===== src/rtl/core/lss_pkg.sv =====
package lss_pkg;

  localparam int unsigned DEPTH  = 64;
  localparam int unsigned DATA_W = 32;
  localparam int unsigned ACT_W  = 3;
  localparam int unsigned STAT_W = 3;
  localparam int unsigned CNT_W  = $clog2(DEPTH + 1);
  localparam int unsigned IDX_W  = $clog2(DEPTH);

  typedef enum logic [ACT_W-1:0] {
    ACT_PUSH = 3'd0,
    ACT_DUMP = 3'd1,
    ACT_PEEK = 3'd2,
    ACT_SWAP = 3'd3,
    ACT_POP  = 3'd4
  } act_e;

  typedef enum logic [STAT_W-1:0] {
    STAT_OK         = 3'd0,
    STAT_PEEK_EMPTY = 3'd1,
    STAT_SWAP_SHORT = 3'd2,
    STAT_POP_EMPTY  = 3'd3,
    STAT_PUSH_FULL  = 3'd4
  } stat_e;

  typedef enum logic [2:0] {
    OP_HOLD,
    OP_PUSH,
    OP_POP,
    OP_SWAP,
    OP_ROTATE
  } cell_op_e;

  typedef enum logic {
    ST_IDLE,
    ST_DUMP
  } state_e;

  // command broadcast to every cell of the chain
  typedef struct packed {
    cell_op_e         op;
    logic [IDX_W-1:0] bottom;  // position of the deepest valid entry
  } cell_cmd_t;

endpackage


===== src/rtl/core/lss_cell.sv =====
module lss_cell (
  input  logic                               clk_i,
  input  lss_pkg::cell_cmd_t                 cmd_i,
  input  logic [lss_pkg::IDX_W-1:0]          pos_i,
  input  logic signed [lss_pkg::DATA_W-1:0]  up_i,
  input  logic signed [lss_pkg::DATA_W-1:0]  down_i,
  input  logic signed [lss_pkg::DATA_W-1:0]  wrap_i,
  output logic signed [lss_pkg::DATA_W-1:0]  data_o
);

  logic signed [lss_pkg::DATA_W-1:0] data_d, data_q;

  always_comb begin
    data_d = data_q;
    unique case (cmd_i.op)
      lss_pkg::OP_PUSH: data_d = up_i;
      lss_pkg::OP_POP:  data_d = down_i;
      lss_pkg::OP_SWAP: begin
        if (pos_i == lss_pkg::IDX_W'(0)) begin
          data_d = down_i;
        end else if (pos_i == lss_pkg::IDX_W'(1)) begin
          data_d = up_i;
        end
      end
      lss_pkg::OP_ROTATE: begin
        // top moves to the bottom, the rest move one step up
        if (pos_i == cmd_i.bottom) begin
          data_d = wrap_i;
        end else if (pos_i < cmd_i.bottom) begin
          data_d = down_i;
        end
      end
      default: data_d = data_q;
    endcase
  end

  always_ff @(posedge clk_i) begin
    data_q <= data_d;
  end

  assign data_o = data_q;

endmodule


===== config.mk =====
export PLATFORM = sky130hd
export DESIGN_NAME = lss_cell
export DESIGN_NICKNAME = d
export VERILOG_FILES = /design/src/rtl/core/lss_pkg.sv /design/src/rtl/core/lss_cell.sv
export SDC_FILE = /design/constraint.sdc
export NUM_CORES = 1
export LEC_CHECK = 0
export ABC_AREA = 1
export BUFFER_PORTS_ARGS = -buffer_cell sky130_fd_sc_hd__buf_4
export CORE_ASPECT_RATIO = 0.7
export CORE_MARGIN = 2
export CORE_UTILIZATION = 52
export DETAILED_ROUTE_END_ITERATION = 7
export PLACE_DENSITY = 0.88
export SETUP_SLACK_MARGIN = 0.5
export SYNTH_ARGS = -nofsm -noshare
export SYNTH_HDL_FRONTEND = slang
export SYNTH_SLANG_ARGS = --single-unit

===== constraint.sdc =====
create_clock -name clk_i -period 8.3 [get_ports clk_i]
set_clock_uncertainty 0.1 [all_clocks]
set_input_delay 1.66 -clock clk_i [delete_from_list [all_inputs] [get_ports clk_i]]
set_output_delay 1.66 -clock clk_i [all_outputs]
set_load 0.01 [all_outputs]

## After elaboration in Yosys (flattened, before gate mapping)

Cells that the tools add are included.

| operators by class | value |
|---|---|
| multiply operators | 0 |
| reduce and logical (&&, ||, !) cells | 3 |
| div/mod/pow operators | 0 |
| equal/unequal tests | 8 |
| shift operators | 0 |
| add/sub/neg operators | 0 |
| muxes and demuxes | 5 |
| bitwise logic cells | 0 |
| order comparisons | 1 |

Operator list:

| operator | number |
|---|---|
| 32-bit 2-to-1 mux | 4 |
| 32-bit case mux with 4 select lines | 1 |
| 3-bit by 2-bit equality test with 1-bit output, second input constant | 2 |
| 6-bit by 1-bit equality test with 1-bit output, second input constant | 1 |
| 6-bit equality test | 1 |
| 6-bit logical NOT | 1 |
| 6-bit less-than comparator | 1 |
| 3-bit != test, second input constant | 2 |
| 4-bit nonzero test | 1 |
| 3-bit by 1-bit equality test with 1-bit output, second input constant | 1 |
| 3-bit equality test, second input constant | 1 |
| 3-bit AND reduction | 1 |

| word-level totals | value |
|---|---|
| memory bits (writable) | 0 |
| ROM bits | 0 |
| logic and storage cells | 18 |
| memories | 0 |
| bits in registers | 32 |
| bits in latches | 0 |

## Longest topological paths before layout

Gate-level depths: netlist (run 1).

| depth | value |
|---|---|
| depth in word-level cells | 4 |
| mapped depth | 9 |

## Least setup slack after synthesis (run 1)

Ideal clock, no wire load.

| timing | value |
|---|---|
| path kind | input port to flip-flop |
| start | in cmd_i[3] (netlist name) |
| end | reg data_q, in the netlist data_o[0] (enable) |
| setup time | 0.432 ns |
| arrival | 4.056 ns |
| cell stages on the path | 7 |
| buffers on the path | 0 |
| setup slack | 3.712 ns |
| cells stage by stage | inv_1 > ha_1 > nand2_1 > nor2_2 > nand2_2 > and2_1 > a21oi_1 |

| on the way | value |
|---|---|
| word-level cells in the longest chain between the ends | 3 |
| elaborated cells between the ends (all ways) | 4 |

RTL lines:

| what | line | RTL |
|---|---|---|
| from (decl) | lss_cell.sv:3 | `input lss_pkg::cell_cmd_t cmd_i,` |
| 6-bit less-than comparator / 6-bit equality test (equally long branches) | lss_cell.sv:29, lss_cell.sv:27 |  |
| 3-bit != test (no source line) * | n/a |  |
| 3-bit AND reduction (no source line) * | n/a |  |
| to (signal assigned) | lss_cell.sv:38 | `data_q <= data_d;` |
| to (decl) | lss_cell.sv:11 | `logic signed [lss_pkg::DATA_W-1:0] data_d, data_q;` |

Every way passes the cells marked *; elsewhere a longest branch is shown, timed or not.
A chain may end at the register's enable or synchronous reset.

## Worst setup path in the final report (run 1)

| timing | value |
|---|---|
| start | in pos_i[0] (netlist name) |
| end | reg data_q, in the netlist data_o[3] (enable) |

| on the way | value |
|---|---|
| word-level cells in the longest chain between the ends | 3 |
| elaborated cells between the ends (all ways) | 7 |

RTL lines:

| what | line | RTL |
|---|---|---|
| from (decl) | lss_cell.sv:4 | `input logic [lss_pkg::IDX_W-1:0] pos_i,` |
| 6-bit less-than comparator (tied with other cells) | lss_cell.sv:29 | `end else if (pos_i < cmd_i.bottom) begin` |
| 3-bit != test (no source line) | n/a |  |
| 3-bit AND reduction (no source line) * | n/a |  |

Marks and branches as above.

==> flow_summary.toml, run 1 <==
[status]
status = "complete, no violations"

[sta]
tightestPinTransition_ns = 1.10
drv_slew = 0
fin_tns_setup_ns = 0
hold_ws_ns = 1.56
max_freq_mhz = 204
finalCritPeriodShare = 0.590
min_period_ns = 4.90
rsz0062_at_grt = "false"
hold_viol_final = 0
setup_viol = 0
slew_headroom = 0.266

[placement]
portBuffers = 143
gp_congestion = 0.906
hpwl_um = 7350

[cts]
cts_sinks = 32
cts-hold-fix-buffers = 0
cts_max_path_buffers = 2
cts_setup_buffers = 0
clkTransAtPathRegs_ns = 0.08
cts_tree = "done"
cts_root_buf = "clkbuf_8"
cts_resized = 0
htreeDepth = 2
cts_buffers = 5

[floorplan]
rows = 23
io_pins = 144
dieArea_um2 = 6590
die_x_um = 96.2
die_y_um = 68.5
initial_core_util = 0.540
fp.coreArea_um2 = 5730

[synth]
synth_cell_types = 18
syn_inst = 491
ys_seq_area_frac = 0.311
postSynthNetCount = 609
synth_area_leaders = "edfxtp_1, nand2_1, nand3_1"
synth_top_area_frac = 0.311
netlist_area_um2 = 3090
avgSynthCellArea_um2 = 6.30
postSynthRegisterBits = 32
yosys.area.top_type = "edfxtp_1"
synth-warning-count = 0

[grt]
track_usage = 0.314
grt_max_degree = 35
grt_overflow_total = 0
first_global_vias = 3566
antenna_found_initial = 0
grt_pass1_wl_um = 16000

[routing]
drt-initial-drc-count = 389
routed-via-count = 3888
drcViolationCount = 0
antenna_left = 0
wl_per_cell_um = 15.1
drt-pass1-iter-count = 6
via_per_inst = 5.62
wirelength_um = 10500

[layout]
antenna_cells = 0
drive_above_1_share = 0.276
nFillCells = 450
final_nets = 734
largest_register_ffs = 32
area_delta_synth_final_pct = 38.7
final_core_util = 0.749

[hold_path]
holdCritStartpoint = "up_i[14]"
worstHoldEndpoint = "data_o[14]$_DFFE_PP_"
min_path_cells = 3
hp-class = "in -> reg"

[worst_setup_path]
crit_chain = "buf_4 > inv_1 > ha_1 > nand2_1 > inv_1 > nand2_2 > and2_1 > a21oi_4"
cp_data_required_time_ns = 8.11
critical_path.slowest_cell = "a21oi_4"
end_kind = "register"
cpMostUsedCell = "inv_1"
startpoint_type = "primary input"
critPathKind = "in -> reg"
cp_slowest_stage_delay_ns = 0.86
crit_fanout = 34
critical_path_arrival_ns = 4.71

[power_and_ir_drop]
leakage_uw = 0.00229
powerDensity_nw_per_um2 = 129
power.total_uw = 553
vdd_drop_max_v = 0.0000835

[run]
maxCapViolCount = 0
[report_power, final]
group / switching (µW) / internal, µW / leakage, µW
sequential: 7.34 / 206 / 0.000304
combinational: 97.6 / 85.7 / 0.00193
clock: 67.2 / 89.2 / 0.0000552
total: 172 / 381 / 0.00229
[synth_stat cells]
cell and n:
nand2_1 132, inv_1 105, nand3_1 98, nand4_1 62, edfxtp_1 32, buf_2 30
nor2_1 9, ha_1 6, a21oi_1 3, buf_1 3, o21ai_0 3, nor2_2 2
and2_1 1, nand2_2 1, nand3_2 1, nor3_4 1, o211ai_1 1, or2_2 1
[cells by family after synthesis]
logic type / count (synthesis) / synth area share
buf+inv: 138 / 0.180
fa+ha+maj: 6 / 0.0243
flops: 32 / 0.311
compound gates: 7 / 0.0121
simple gates: 308 / 0.474
[worst max path at each step]
stage               startpoint              endpoint  slack [ns]  depth (start not counted)
finish                pos_i[0]   data_o[3]$_DFFE_PP_        3.40                          8
global route          pos_i[0]   data_o[2]$_DFFE_PP_        3.17                          8
CTS                   pos_i[0]   data_o[2]$_DFFE_PP_        3.43                          8
detailed placement    pos_i[0]   data_o[2]$_DFFE_PP_        3.15                          8
global placement      pos_i[1]  data_o[23]$_DFFE_PP_        3.22                          7
floorplan             cmd_i[3]   data_o[0]$_DFFE_PP_        3.71                          7
[metal layers]
metal	routed length (µm)	vias up	global-route usage	share of wire
li1	-	1860	-	-
met1	4040	1702	0.412	0.39
met2	4940	299	0.531	0.47
met3	1300	27	0.0565	0.12
met4	176	0	0.100	0.017
met5	0	-	0	0
[metrics by stage]
step	setup slack, ns	cells	instance area [µm²]
global route	3.17	692	4290
floorplan	3.71	491	3090
global placement	3.22	684	4180
detailed placement	3.15	684	4180
CTS	3.43	692	4290
finish	3.40	692	4290
[critical path: cells and delay by family]
| family | cells | cell delay (ns) |
|---|---|---|
| AO/OA/AOI/OAI | 1 | 0.86 |
| adder cells (fa/ha/maj) | 1 | 0.27 |
| buffers and inverters | 3 | 0.85 |
| AND/OR/NAND/NOR | 3 | 1.04 |
[layout make-up]
cell class              instances  area, µm²  share of cell area
clock buffers                   6       72.6              0.0169
multi-input cells             321       1600               0.373
repair buffers                151       1130               0.264
well taps                      75       93.8              0.0219
inverters                     105        394              0.0918
flip-flops and latches         32        961               0.224
clock inverters                 2       35.0             0.00816
[layout by cell type (no fill, tap or decap), types with 2 or more instances in the layout]
master / synthesis / layout
nand4_1: 62 / 62
inv_1: 105 / 105
nor2_2: 2 / 7
nand3_1: 98 / 98
clkbuf_8: 0 / 5
buf_4: 0 / 151
nand2_1: 132 / 132
o21ai_0: 3 / 3
nor2_1: 9 / 4
edfxtp_1: 32 / 32
a21oi_1: 3 / 2
ha_1: 6 / 6
Power figures use the tool's default switching activity.
==> run 2, diff against run 1 <==
CORE_UTILIZATION = 43   (was 52)
PLACE_DENSITY = 0.78   (was 0.88)
clock period = 4 ns   (was 8.3 ns; I/O delays follow)
==> run 2 against run 1 <==
  * Sequential power rose by 110%
  * Cell area up 0.85%
  * Die area increased by 20%
  * First-iteration DRC count decreased by 25%
  * Worst hold slack lost 0.84 ns
  * Non-clock buffer count is 4 higher
  * Clock power is 56% higher
  * Sequential share of layout area shrank 0.19 points
  * Total power increased by 95%
  * Global-route usage decreased by 3.8 points
  * Via count up 1.1%
  * Critical endpoint is now data_o[25]$_DFFE_PP_
  * Largest cell class unchanged
  * Largest power group unchanged
==> flow_summary.toml, run 2 (synthesized netlist as in run 1, its figures left out) <==
[sta]
min_period_ns = 2.84
setup_viol = 0
hold_viol_final = 0
fin_tns_setup_ns = 0
drv_slew = 0
rsz0062_at_grt = "false"
max_freq_mhz = 352
tightestPinTransition_ns = 0.700
slew_headroom = 0.533
finalCritPeriodShare = 0.711

[worst_setup_path]
crit_family = "simple AND/OR/NAND/NOR gates"
crit_fanout = 19
end_kind = "register"
critPathKind = "in -> reg"
startpoint_type = "primary input"
critical_path.slowest_cell = "nor2_2"
cp_data_required_time_ns = 3.89
path_buf_inv = 2
crit_chain = "buf_4 > ha_1 > nand2_1 > nor2_2 > nand2_2 > and2_1 > a21oi_4 > buf_12"
critical_path_arrival_ns = 2.74
cp_slowest_stage_delay_ns = 0.47

[run]
maxCapViolCount = 0

[cts]
cts_resized = 0
cts_max_path_buffers = 2
cts_setup_buffers = 0
clkTransAtPathRegs_ns = 0.07
cts_buffers = 5
cts_root_buf = "clkbuf_8"
htreeDepth = 2
cts_tree = "done"
cts_sinks = 32
cts-hold-fix-buffers = 0

[grt]
track_usage = 0.276
grt_pass1_wl_um = 17400
grt_overflow_total = 0
first_global_vias = 3739
grt_max_degree = 34
antenna_found_initial = 0

[placement]
dp.cells = 707
hpwl_um = 7770
portBuffers = 143
gp_congestion = 0.927

[status]
status = "complete, no violations"

[routing]
wl_per_cell_um = 15.4
drcViolationCount = 0
wirelength_um = 11000
via_per_inst = 5.50
wl_met1_um = 4520
highest_layer = "met4"
drt-initial-drc-count = 291
antenna_left = 0
routed-via-count = 3929
wl_met3_um = 1340
wl_met2_um = 5050
drt-pass1-iter-count = 5

[power_and_ir_drop]
powerDensity_nw_per_um2 = 249
leakage_uw = 0.00230
vdd_drop_max_v = 0.000126

[floorplan]
io_pins = 144
rows = 25
fp.coreArea_um2 = 6850
die_x_um = 105
die_y_um = 75.0
dieArea_um2 = 7900
initial_core_util = 0.452

[layout]
final_cell_mix = "buf_4, nand2_1, inv_1"
final_core_util = 0.632
largest_register_ffs = 32
final_nets = 738
layout_commonest_cell = "buf_4"
drive_above_1_share = 0.279
nFillCells = 618
final_cells = 714
antenna_cells = 0
area_delta_synth_final_pct = 39.9

[hold_path]
hp-class = "in -> reg"
## run 2: area by class of cell
class,instances,area [µm²],area share
clock buffers,6,72.6,0.0168
clock inverters,1,5.00,0.00116
inverters,105,394,0.0911
multi-input cells,321,1600,0.370
flip-flops and latches,32,961,0.222
well taps,94,118,0.0272
repair buffers,155,1180,0.272
## run 2: routing by layer
metal | vias to the layer above | GRT usage
met5 | - | 0
met4 | 0 | 0.0815
met3 | 14 | 0.0684
met2 | 274 | 0.467
met1 | 1776 | 0.357
li1 | 1865 | -
## run 2: per-stage QoR
stage               power [µW]  cell area [µm²]  worst slack (ns)  hold slack, ns
floorplan                  621             3100             0.978           0.903
global placement           829             4250             0.920            1.00
detailed placement         838             4250             0.860            1.01
CTS                       1080             4330              1.16           0.722
global route              1130             4330             0.982           0.729
finish                    1080             4330              1.16           0.725
## run 2: final timing paths
path,from,endpoint,depth (start not counted)
max,pos_i[3],data_o[25]$_DFFE_PP_,8
min,up_i[9],data_o[9]$_DFFE_PP_,3
## run 2: worst min-delay path: stages
cell and delay (ns):
buf_4 0.08, nand2_1 0.04, nand4_1 0.07
## run 2: report_power, final
part / total, µW / switching, µW / internal (µW)
Combinational: 391 / 208 / 183
Clock: 244 / 126 / 118
Sequential: 444 / 16.4 / 428
